## config.mk

```make
export PLATFORM = sky130hd
export DESIGN_NAME = texture_atlas_shelf_allocator_core
export DESIGN_NICKNAME = d
export VERILOG_FILES = /design/src/rtl/core/tas_pkg.sv /design/src/rtl/core/texture_atlas_shelf_allocator_core.sv /design/src/rtl/core/tas_ram.sv
export SDC_FILE = /design/constraint.sdc
export NUM_CORES = 2
export LEC_CHECK = 0
export ABC_AREA = 1
export BUFFER_PORTS_ARGS = -buffer_cell sky130_fd_sc_hd__clkbuf_2
export CAP_MARGIN = 5
export CELL_PAD_IN_SITES_DETAIL_PLACEMENT = 0
export CELL_PAD_IN_SITES_GLOBAL_PLACEMENT = 1
export CORE_MARGIN = 2
export CORE_UTILIZATION = 45
export DETAILED_ROUTE_END_ITERATION = 10
export MAX_ROUTING_LAYER = met4
export PLACE_DENSITY = 0.72
export SYNTH_ARGS = -nofsm -noshare
export SYNTH_HDL_FRONTEND = slang
export SYNTH_SLANG_ARGS = --single-unit
```

## constraint.sdc

```tcl
create_clock -name clk -period 8.7 [get_ports clk]
set_clock_uncertainty 0.05 [all_clocks]
set_input_delay 0.435 -clock clk [delete_from_list [all_inputs] [get_ports clk]]
set_output_delay 0.435 -clock clk [all_outputs]
set_load 0.01 [all_outputs]
```

## src/rtl/core/tas_pkg.sv

```systemverilog
package tas_pkg;

	// Atlas and slot table sizing
	localparam int ATLAS_EDGE = 2048;
	localparam int SLOT_COUNT = 32;

	// Field widths of the request and result ports
	localparam int KEY_W      = 32;
	localparam int SIZE_W     = 12;
	localparam int SLOT_IDX_W = 5;
	localparam int POS_W      = 12;

	// Stored coordinates hold 0..ATLAS_EDGE
	localparam int COORD_W = $clog2(ATLAS_EDGE + 1);
	// One extra bit for coordinate plus size sums
	localparam int SUM_W   = ((COORD_W > SIZE_W) ? COORD_W : SIZE_W) + 1;
	// Slot address and fill count
	localparam int SLOT_AW = (SLOT_COUNT > 1) ? $clog2(SLOT_COUNT) : 1;
	localparam int FILL_W  = $clog2(SLOT_COUNT + 1);

	typedef enum logic [2:0] {
		STATUS_HIT        = 3'd0,
		STATUS_PLACED     = 3'd1,
		STATUS_TABLE_FULL = 3'd2,
		STATUS_TOO_LARGE  = 3'd3,
		STATUS_ATLAS_FULL = 3'd4
	} status_t;

	// One slot table entry
	typedef struct packed {
		logic [KEY_W-1:0]   key;
		logic [COORD_W-1:0] x;
		logic [COORD_W-1:0] y;
	} slot_entry_t;

endpackage

```

## src/rtl/core/texture_atlas_shelf_allocator_core.sv

```systemverilog
// Channel   Ports                                         Transfer
// request   image_key, image_width, image_height          in_valid & in_ready
// result    status, slot_index, place_x, place_y          out_valid & out_ready
//
// One request at a time. A request passes through accept, a scan that streams the slot
// table memory past the key compare (one entry per cycle through the single read
// port), place, and a load of the output register; a hit ends the scan early and
// skips the place step.
// Slots fill from index 0 and are never freed, so a fill count stands in for the
// used bits; reset clears it and the cursors at once, no clearing pass.
// A result waiting on out_ready holds the block in its emit step; in_ready is
// high only between requests.
module texture_atlas_shelf_allocator_core
	import tas_pkg::*;
(
	input  logic                  clk,
	input  logic                  arst_n,
	input  logic                  in_valid,
	output logic                  in_ready,
	input  logic [KEY_W-1:0]      image_key,
	input  logic [SIZE_W-1:0]     image_width,
	input  logic [SIZE_W-1:0]     image_height,
	output logic                  out_valid,
	input  logic                  out_ready,
	output logic [2:0]            status,
	output logic [SLOT_IDX_W-1:0] slot_index,
	output logic [POS_W-1:0]      place_x,
	output logic [POS_W-1:0]      place_y
);

	typedef enum logic [1:0] {ST_IDLE, ST_SCAN, ST_PLACE, ST_EMIT} state_t;

	state_t             state_q;
	logic [FILL_W-1:0]  fill_q;
	logic [FILL_W-1:0]  issue_q;
	logic               pend_s1;
	logic [SLOT_AW-1:0] pidx_s1;
	logic [COORD_W-1:0] cursor_x_q;
	logic [COORD_W-1:0] cursor_y_q;
	logic [COORD_W-1:0] shelf_q;
	logic [KEY_W-1:0]   key_q;
	logic [SIZE_W-1:0]  w_q;
	logic [SIZE_W-1:0]  h_q;
	status_t            res_status_q;
	logic [SLOT_AW-1:0] res_slot_q;
	logic [COORD_W-1:0] res_x_q;
	logic [COORD_W-1:0] res_y_q;
	logic               out_valid_q;
	status_t            out_status_q;
	logic [SLOT_AW-1:0] out_slot_q;
	logic [COORD_W-1:0] out_x_q;
	logic [COORD_W-1:0] out_y_q;

	// Slot table memory
	logic               ram_we;
	logic               ram_re;
	slot_entry_t        ram_wdata;
	slot_entry_t        ram_rdata;
	logic [SLOT_AW-1:0] ram_waddr;
	logic [SLOT_AW-1:0] ram_raddr;

	tas_ram #(
		.WIDTH($bits(slot_entry_t)),
		.DEPTH(SLOT_COUNT)
	) u_slot_ram (
		.clk  (clk),
		.we   (ram_we),
		.waddr(ram_waddr),
		.wdata(ram_wdata),
		.re   (ram_re),
		.raddr(ram_raddr),
		.rdata(ram_rdata)
	);

	// Scan control
	logic scan_hit;
	logic scan_done;

	assign ram_re    = (state_q == ST_SCAN) && (issue_q != fill_q);
	assign ram_raddr = issue_q[SLOT_AW-1:0];
	assign scan_hit  = (state_q == ST_SCAN) && pend_s1 && (ram_rdata.key == key_q);
	assign scan_done = (state_q == ST_SCAN) && !pend_s1 && (issue_q == fill_q);

	// Placement decision
	logic [SUM_W-1:0]   x_end;
	logic [SUM_W-1:0]   y_end;
	logic               wrap;
	logic               table_full;
	logic               too_large;
	logic               atlas_full;
	logic [COORD_W-1:0] new_cx;
	logic [COORD_W-1:0] new_cy;
	logic [COORD_W-1:0] new_sh;
	logic               place_ok;

	always_comb begin
		table_full = (fill_q == FILL_W'(SLOT_COUNT));
		too_large  = (SUM_W'(w_q) > SUM_W'(ATLAS_EDGE)) || (SUM_W'(h_q) > SUM_W'(ATLAS_EDGE));
		x_end      = SUM_W'(cursor_x_q) + SUM_W'(w_q);
		wrap       = x_end > SUM_W'(ATLAS_EDGE);
		new_cx     = wrap ? '0 : cursor_x_q;
		new_cy     = wrap ? COORD_W'(SUM_W'(cursor_y_q) + SUM_W'(shelf_q)) : cursor_y_q;
		new_sh     = wrap ? '0 : shelf_q;
		y_end      = SUM_W'(new_cy) + SUM_W'(h_q);
		atlas_full = y_end > SUM_W'(ATLAS_EDGE);
		place_ok   = (state_q == ST_PLACE) && !table_full && !too_large && !atlas_full;
	end

	assign ram_we          = place_ok;
	assign ram_waddr       = fill_q[SLOT_AW-1:0];
	assign ram_wdata.key   = key_q;
	assign ram_wdata.x     = new_cx;
	assign ram_wdata.y     = new_cy;

	// Sequencer, table state and result registers
	always_ff @(posedge clk or negedge arst_n) begin
		if (!arst_n) begin
			state_q     <= ST_IDLE;
			fill_q      <= '0;
			issue_q     <= '0;
			pend_s1     <= 1'b0;
			cursor_x_q  <= '0;
			cursor_y_q  <= '0;
			shelf_q     <= '0;
			out_valid_q <= 1'b0;
		end else begin
			// the emit step reloads the output register itself
			if (out_valid_q && out_ready && state_q != ST_EMIT) begin
				out_valid_q <= 1'b0;
			end
			unique case (state_q)
				ST_IDLE: begin
					if (in_valid) begin
						key_q   <= image_key;
						w_q     <= image_width;
						h_q     <= image_height;
						issue_q <= '0;
						pend_s1 <= 1'b0;
						state_q <= ST_SCAN;
					end
				end
				ST_SCAN: begin
					pend_s1 <= ram_re;
					pidx_s1 <= issue_q[SLOT_AW-1:0];
					if (ram_re) begin
						issue_q <= issue_q + FILL_W'(1);
					end
					if (scan_hit) begin
						res_status_q <= STATUS_HIT;
						res_slot_q   <= pidx_s1;
						res_x_q      <= ram_rdata.x;
						res_y_q      <= ram_rdata.y;
						state_q      <= ST_EMIT;
					end else if (scan_done) begin
						state_q <= ST_PLACE;
					end
				end
				ST_PLACE: begin
					if (place_ok) begin
						res_status_q <= STATUS_PLACED;
						res_slot_q   <= fill_q[SLOT_AW-1:0];
						res_x_q      <= new_cx;
						res_y_q      <= new_cy;
						fill_q       <= fill_q + FILL_W'(1);
						cursor_x_q   <= COORD_W'(SUM_W'(new_cx) + SUM_W'(w_q));
						cursor_y_q   <= new_cy;
						shelf_q      <= (SUM_W'(h_q) > SUM_W'(new_sh)) ? COORD_W'(h_q) : new_sh;
					end else begin
						res_slot_q <= '0;
						res_x_q    <= '0;
						res_y_q    <= '0;
						if (table_full) begin
							res_status_q <= STATUS_TABLE_FULL;
						end else if (too_large) begin
							res_status_q <= STATUS_TOO_LARGE;
						end else begin
							// shelf wrap stands even when the image then misses vertically
							res_status_q <= STATUS_ATLAS_FULL;
							cursor_x_q   <= new_cx;
							cursor_y_q   <= new_cy;
							shelf_q      <= new_sh;
						end
					end
					state_q <= ST_EMIT;
				end
				ST_EMIT: begin
					if (!out_valid_q || out_ready) begin
						out_valid_q  <= 1'b1;
						out_status_q <= res_status_q;
						out_slot_q   <= res_slot_q;
						out_x_q      <= res_x_q;
						out_y_q      <= res_y_q;
						state_q      <= ST_IDLE;
					end
				end
				default: state_q <= ST_IDLE;
			endcase
		end
	end

	assign in_ready   = (state_q == ST_IDLE);
	assign out_valid  = out_valid_q;
	assign status     = out_status_q;
	assign slot_index = SLOT_IDX_W'(out_slot_q);
	assign place_x    = POS_W'(out_x_q);
	assign place_y    = POS_W'(out_y_q);

	// Checks
	a_fill_bound: assert property (@(posedge clk) disable iff (!arst_n)
		fill_q <= FILL_W'(SLOT_COUNT))
		else $error("slot fill count beyond table size");

	a_write_grows_fill: assert property (@(posedge clk) disable iff (!arst_n)
		ram_we |=> (fill_q == $past(fill_q) + FILL_W'(1)))
		else $error("slot write without fill count step");

	a_cursor_bound: assert property (@(posedge clk) disable iff (!arst_n)
		SUM_W'(cursor_x_q) <= SUM_W'(ATLAS_EDGE)
		&& (SUM_W'(cursor_y_q) + SUM_W'(shelf_q)) <= SUM_W'(ATLAS_EDGE))
		else $error("cursor left the atlas");

	a_scan_within_fill: assert property (@(posedge clk) disable iff (!arst_n)
		ram_re |-> (issue_q < fill_q))
		else $error("scan read beyond used slots");

	a_result_waits_for_room: assert property (@(posedge clk) disable iff (!arst_n)
		(state_q == ST_EMIT && out_valid_q && !out_ready) |=> (state_q == ST_EMIT))
		else $error("result dropped while output register busy");

endmodule

```

## src/rtl/core/tas_ram.sv

```systemverilog
module tas_ram #(
	parameter int WIDTH = 8,
	parameter int DEPTH = 32,
	parameter int AW    = (DEPTH > 1) ? $clog2(DEPTH) : 1
) (
	input  logic             clk,
	input  logic             we,
	input  logic [AW-1:0]    waddr,
	input  logic [WIDTH-1:0] wdata,
	input  logic             re,
	input  logic [AW-1:0]    raddr,
	output logic [WIDTH-1:0] rdata
);

	logic [WIDTH-1:0] mem [DEPTH];

	// Single write port, registered read port
	always_ff @(posedge clk) begin
		if (we) begin
			mem[waddr] <= wdata;
		end
		if (re) begin
			rdata <= mem[raddr];
		end
	end

endmodule
```

After elaboration in Yosys (flattened, before gate mapping). Memory sizes are Yosys's and may differ from the RTL's. A register that Yosys moved wholly into a read port is not among the register bits. Cells that the tools add are included.

RAM bits: 1792. Register bits after elaboration: 177. Input bits: 60. Output and inout port bits: 34. Memories: 1. Latch bits: 0. Logic and storage cells: 118. ROM bits: 0.

Add/subtract/negate cells: 6. Div/mod/pow operators: 0. Reduce and logical (&&, ||, !) cells: 29. Bitwise gates (word level): 0. Muxes and demuxes: 42. Equality and inequality tests: 15. $mul: 0. Magnitude comparators: 5. Shift operators: 0.

Memories: u_slot_ram.mem (words 32, width 56, read ports 1, clocked after memory_dff 1, wr ports 1, line tas_ram.sv:15) `logic [WIDTH-1:0] mem [DEPTH];`.

Operators with widths (count): 2-to-1 mux 12 bit (17); one-hot mux 12 bit (2 select lines) (2); == test 32 bit (1); adder 12 x 12 -> 13 bit (2); > comparator 13 x 12 -> 1 bit, second input constant (2); adder 12 bit (2); > comparator 12 bit, second input constant (2); AND reduction 3 bit (6); adder 6 x 1 -> 6 bit, second input constant (2); > comparator 12 bit (1); 2-to-1 mux 3 bit (4); 2-to-1 mux 6 bit (2); one-hot mux 6 bit (2 select lines) (1); logical AND 1 bit (10); 2-to-1 mux 5 bit (2); != test 2 bit, second input constant (5); one-hot mux 5 bit (2 select lines) (1); 2-to-1 mux 2 bit (4); one-hot mux 2 bit (4 select lines) (1); == test 6 bit (1); == test 6 bit, second input constant (1); 2-to-1 mux 1 bit (6); != test 6 bit (1); one-hot mux 3 bit (2 select lines) (1); 10 further kinds (20).

Logic depth before layout (Yosys ltp).
Depth after elaboration: 9. Mapped depth: 38. Gate-level depth less buffers: 34.

Hierarchy. A second synthesis with hierarchy kept.

Cell total of the unflattened synthesis: 7289. Area, all modules: 84180.7 um^2.

By module, submodules not included: tas_ram (area each 73967.2 um^2, times used 1, sequential area each 55493.2 um^2, cells an instance 6150); texture_atlas_shelf_allocator_core (area each 10213.5 um^2, times used 1, sequential area each 5054.8 um^2, cells an instance 1139).

Worst setup path after synthesis. OpenSTA, ideal clock, no wires.

Kind: register to register. Start point: reg w_q[0]. End point: mem u_slot_ram.mem[0][0] (netlist name) (enable). Library setup time: 470 ps. Clock period less this slack: 8196 ps. Data required time: 8180 ps. Buffers on the path: 0. Arrival: 7676 ps. Path slack: 504 ps. Stages on the path, launching flop included: 30. Cell sequence: edfxtp_1 -> ha_1 -> fa_1 -> nand2_1 -> nand3_1 -> nand3b_1 -> nand3_1 -> nor2_1 -> nand3_1 -> nor2_1 -> nand3_1 -> nand2_1 -> nand2_2 -> o21ai_0 -> ha_1 -> inv_1 -> fa_1 -> inv_1 -> nand3_1 -> nand2_1 -> nand2_1 -> nand3_1 -> nand3_1 -> nor2_2 -> nand3_1 -> nand2_2 -> nand3_4 -> clkinv_2 -> nand2_1 -> nor2_1.

Longest elaborated chain between the ends: 9. Elaborated cells between the ends (all ways): 13. Classes of those cells: add/sub (2); order compare (3); mux (3); reduce/logical (5).

Ends and longest elaborated chain: from (decl) (line texture_atlas_shelf_allocator_core.sv:42) `logic [SIZE_W-1:0] w_q;`; from (signal assigned) (line texture_atlas_shelf_allocator_core.sv:135) `w_q <= image_width;`; adder 12 x 12 -> 13 bit (line texture_atlas_shelf_allocator_core.sv:99) `x_end = SUM_W'(cursor_x_q) + SUM_W'(w_q);`; > comparator 13 x 12 -> 1 bit (line texture_atlas_shelf_allocator_core.sv:100) `wrap = x_end > SUM_W'(ATLAS_EDGE);`; 2-to-1 mux 12 bit (line texture_atlas_shelf_allocator_core.sv:102) `new_cy = wrap ? COORD_W'(SUM_W'(cursor_y_q) + SUM_W'(shelf_q)) : cursor_y_q;`; named net new_cy[0] (line texture_atlas_shelf_allocator_core.sv:92) `logic [COORD_W-1:0] new_cy;`; adder 12 x 12 -> 13 bit (line texture_atlas_shelf_allocator_core.sv:104) `y_end = SUM_W'(new_cy) + SUM_W'(h_q);`; > comparator 13 x 12 -> 1 bit (line texture_atlas_shelf_allocator_core.sv:105) `atlas_full = y_end > SUM_W'(ATLAS_EDGE);`; logical NOT 1 bit (line texture_atlas_shelf_allocator_core.sv:106) `place_ok = (state_q == ST_PLACE) && !table_full && !too_large && !atlas_full;`; logical AND 1 bit (line texture_atlas_shelf_allocator_core.sv:106); 2-to-1 mux 1 bit (line tas_ram.sv:19) `if (we) begin`; 2-to-1 mux 1 bit (implied by the code) (line tas_ram.sv:20) `mem[waddr] <= wdata;`; to (decl) (line tas_ram.sv:15).

The timed path passes the listed nets, and every way through them passes these cells.

Worst setup path in the final report.
Start point: reg w_q[0]. End point: mem u_slot_ram.mem[15][28] (netlist name) (enable).

Same word-level chain as after synthesis.

==> flow_summary_export.csv <==
group,metric,value,unit
power,p_clk_frac,0.288,
synth,synth_cells,6206,
cells_and_area,fill_cells,15095,
synth,synth_top_area_frac,0.7308,
synth,synth-xor-area-share,0.005942,
timing,slew-limit-headroom,0.2330,
global_route,grt_max_degree,207,
worst_setup_path,worstPathMaxFanout,41,
cells_and_area,area_delta_synth_final,13.49,%
timing,fmax,0.1351,GHz
place,dp.final_hpwl,130400,microns
worst_setup_path,crit_arrival,7.85,ns
floorplanning,boundaryPins,94,
synth,synth_edf_count,1973,
cells_and_area,layout.nets,6459,
clocking,cts-root-buf,"clkbuf_16",
synth,synth.area.top_cells,"edfxtp_1 (73%), o21ai_0 (6.2%), nor2_1 (4.6%), nand2_1 (2.5%), o22ai_1 (2.1%)",
global_route,antenna_found_initial,4,
worst_setup_path,crit_top_cell,"nand3_1",
synth,ys_types,47,
timing,hold_viol,0,
floorplanning,die_h,428.5,microns
timing,rsz0062_at_grt,"false",
synth,yosys-mux-area-fraction,0,
power,p_leak,0.03042,uW
route,firstDrtPassIters,6,
route,num_vias,51890,
worst_hold_path,hold_path_class,"in2reg",
worst_setup_path,crit_required,9.14,ns
timing,setup_slack,1.298,ns
global_route,grt_use_total,0.2559,
timing,fin_crit,7.402,ns
place,gp_congestion,0.8458,
worst_setup_path,critical_path.top_delay_family,"simple AND/OR/NAND/NOR gates",
clocking,clkTransAtPathRegs,0.06,ns
floorplanning,die_w,428.5,microns
cells_and_area,multi_input_area,18370,sq um
route,met2_length,110800,microns
route,drc,0,
global_route,gr-total-overflow,0,
synth,synth_flop_cell,"edfxtp_1",
power,internal_power,19400,uW
route,wl_per_cell,26.14,microns
route,routed_wl,231700,microns
clocking,cts_resized,0,
synth,yosysWarnings,0,
worst_setup_path,crit_cells,31,
worst_setup_path,setup.worst_path.class,"reg2reg",
worst_setup_path,critPathBufInv,6,
route,wirelength_met1,97770,microns
worst_setup_path,critPathLaunchType,"flip-flop",
worst_setup_path,end_kind,"flip-flop",
clocking,cts_tree,"yes",
worst_hold_path,hold_path_depth,2,
synth,syn_nets,6337,
place,pre_cts_ws,1.333,ns
floorplanning,core,178800,sq um
timing,fin_hold_ws,0.2641,ns
timing,tns,0,ns
floorplanning,num_rows,155,
global_route,grt_pass1_wl,339900,microns
run_status,status,"finished clean",
synth,synth-simple-area-share,0.09371,
route,postRouteAntennaNets,0,
power,vdd_drop_max,0.0004232,V
power,swShare,0.3627,
timing,drv_slew,0,
timing,worst_pin_slew,1.150,ns
place,dp_cells,8416,
global_route,grt_pass1_vias,49931,
cells_and_area,seqCellArea,60560,sq um
timing,setup_viol_count_final,0,
route,drt_iter0_drc,5739,
clocking,cts_made_buffers,206,
route,maxUsedRoutingLayer,"met4",
power,powerDensity,330.8,nW/um^2
floorplanning,dieArea,183600,sq um
worst_setup_path,slowest_delay,0.78,ns
synth,ys_ff_latch,2025,
power,power_frac_comb,0.306,
clocking,cts_buffer_depth,3,
synth,synth_top_family_by_area,"compound AO/OA/AOI/OAI gates",
power,pwr-share-seq,0.406,
synth,synth.avg_cell_area,13.06,sq um
worst_setup_path,cp_slowest_cell,"nor2_4",
synth,synth-compound-area-share,0.1121,
synth,synth_fa_ha_area_frac,0.01133,
clocking,h-tree-depth,4,
synth,synthArstFlopShare,0.02568,
synth,ys_seq_area_frac,0.7468,
place,port_buffers,93,
route,dr_wl_met3,15080,microns
worst_setup_path,ff2ff_path_depth,31,
synth,yosysTopAreaCell,"edfxtp_1",
floorplanning,initial_core_util,0.4534,
route,via_per_inst,5.854,
cells_and_area,drive_above_1_share,0.09749,
clocking,clkSinkCount,2025,
cells_and_area,final_cells,8864,
job,cap_violations,0,
power,power.total,30440,uW
clocking,worstSkewPairLatency,0.85,ns
synth,synth_area,81080,sq um
power,p_switching,11040,uW
timing,period_share,0.8508,
## kinds of logic (layout without fill, tap and decap cells)
family | Yosys count | in the layout
buffers and inverters | 613 | 910
flip-flops | 2025 | 2025
AO/OA/AOI/OAI | 1576 | 1576
adder cells (fa/ha/maj) | 71 | 71
AND/OR/NAND/NOR | 1866 | 1866
other | 0 | 6
XOR/XNOR | 55 | 55
## routing by layer
layer	up-vias	track usage
li1	23273	-
met1	26230	0.3447
met2	2019	0.4010
met3	368	0.03537
met4	0	0.09002
met5	-	-
## placed cells by master (no fill, tap or decap), types with 4 or more instances in the layout
| master | instances |
|---|---|
| nand3_1 | 212 |
| fa_1 | 4 |
| inv_1 | 208 |
| o21ai_2 | 11 |
| clkbuf_16 | 206 |
| o21ai_0 | 996 |
| o221ai_1 | 176 |
| nand2_2 | 7 |
| edfxtp_1 | 1973 |
| clkinv_16 | 5 |
| nand3b_1 | 5 |
| a21oi_1 | 35 |
| clkinvlp_4 | 5 |
| diode_2 | 6 |
| dfrtp_1 | 48 |
| buf_4 | 127 |
| nand2_1 | 536 |
| clkinv_2 | 53 |
| xor2_1 | 40 |
| o21ai_1 | 18 |
| nor2_4 | 34 |
| bufinv_16 | 21 |
| clkbuf_2 | 93 |
| nor3_1 | 11 |
| a31oi_1 | 4 |
| nor2_2 | 4 |
| xnor2_1 | 15 |
| nor2_1 | 965 |
| nand4_1 | 71 |
| dlygate4sd3_1 | 59 |
| inv_6 | 10 |
| clkbuf_1 | 33 |
| ha_1 | 67 |
| clkinv_1 | 49 |
| o211ai_1 | 48 |
| nor4_1 | 11 |
| buf_12 | 28 |
| o22ai_1 | 274 |
## stage by stage
| step | utilization | area, sq um |
|---|---|---|
| after floorplan | - | 81080 |
| after global placement | 0.4738 | 84720 |
| after detailed placement | 0.4738 | 84720 |
| after CTS | 0.5145 | 92000 |
| after global routing | 0.5145 | 92010 |
| final | 0.5146 | 92010 |
## layout make-up
type | count | area share
Sequential cell | 2025 | 0.6582
Inverter | 220 | 0.009342
Tap cell | 2355 | 0.03202
Antenna cell | 6 | 0.0001632
Multi-Input combinational cell | 3568 | 0.1996
Timing Repair Buffer | 307 | 0.02793
Clock buffer | 240 | 0.05752
Clock inverter | 143 | 0.01519
## timing repair
item	CTS	global route
endpoints found under the hold margin	111	0
hold buffers	59	0
buffers inserted	0	0
## sequential cells by signal, indices dropped and copies added, names as in the netlist, 6 cells and up
register	cells
issue_q	6
h_q	12
key_q	32
shelf_q	12
fill_q	6
cursor_y_q	12
cursor_x_q	12
w_q	12
res_x_q	12
u_slot_ram.rdata	56
place_y	12
u_slot_ram.mem	1792
place_x	12
res_y_q	12
## final timing paths
kind	slack [ns]	endpoint	from
max	1.30	u_slot_ram.mem[15][28]	w_q[0]
min	0.26	key_q[30]	image_key[30]
max reg2reg	1.30	u_slot_ram.mem[15][28]	w_q[0]
min reg2reg	0.37	slot_index[2]	res_slot_q[2]
max in group asynchronous	7.64	issue_q[1]	arst_n
min in group asynchronous	0.36	state_q[0]	arst_n
## worst reg2reg max path: cells and delay by family (launching register included)
family                   cells  cell delay (ns)
buffers and inverters        6             1.81
flip-flops                   1             0.43
AND/OR/NAND/NOR             21             3.45
AO/OA/AOI/OAI                1             0.19
adder cells (fa/ha/maj)      3             1.13
## Yosys cell counts (4+ instances only)
| cell | instances |
|---|---|
| nand2_1 | 536 |
| inv_1 | 213 |
| buf_6 | 6 |
| xnor2_1 | 15 |
| fa_1 | 4 |
| edfxtp_1 | 1973 |
| a21oi_1 | 36 |
| nand3_1 | 212 |
| o221ai_1 | 176 |
| o21ai_0 | 997 |
| nor2_1 | 999 |
| buf_2 | 50 |
| o21ai_2 | 9 |
| o211ai_1 | 48 |
| ha_1 | 67 |
| a31oi_1 | 4 |
| nand3b_1 | 5 |
| o22ai_1 | 274 |
| nand4_1 | 71 |
| inv_2 | 6 |
| dfrtp_1 | 52 |
| buf_1 | 28 |
| nor2_2 | 4 |
| clkbuf_1 | 303 |
| xor2_1 | 40 |
| o21ai_1 | 19 |
| nor4_1 | 11 |
| nor3_1 | 12 |
| nand2_2 | 7 |
| buf_4 | 4 |
## power by group through the flow
stage	sequential (uW)	clock, uW	combinational (uW)
2_1_floorplan	12500	0	5720
3_3_place_gp	12500	0	9280
3_5_place_dp	12600	0	9300
4_1_cts	12300	8890	9340
5_1_grt	12400	9280	10200
6_report	12400	8760	9320
Power figures use the tool's default switching activity.
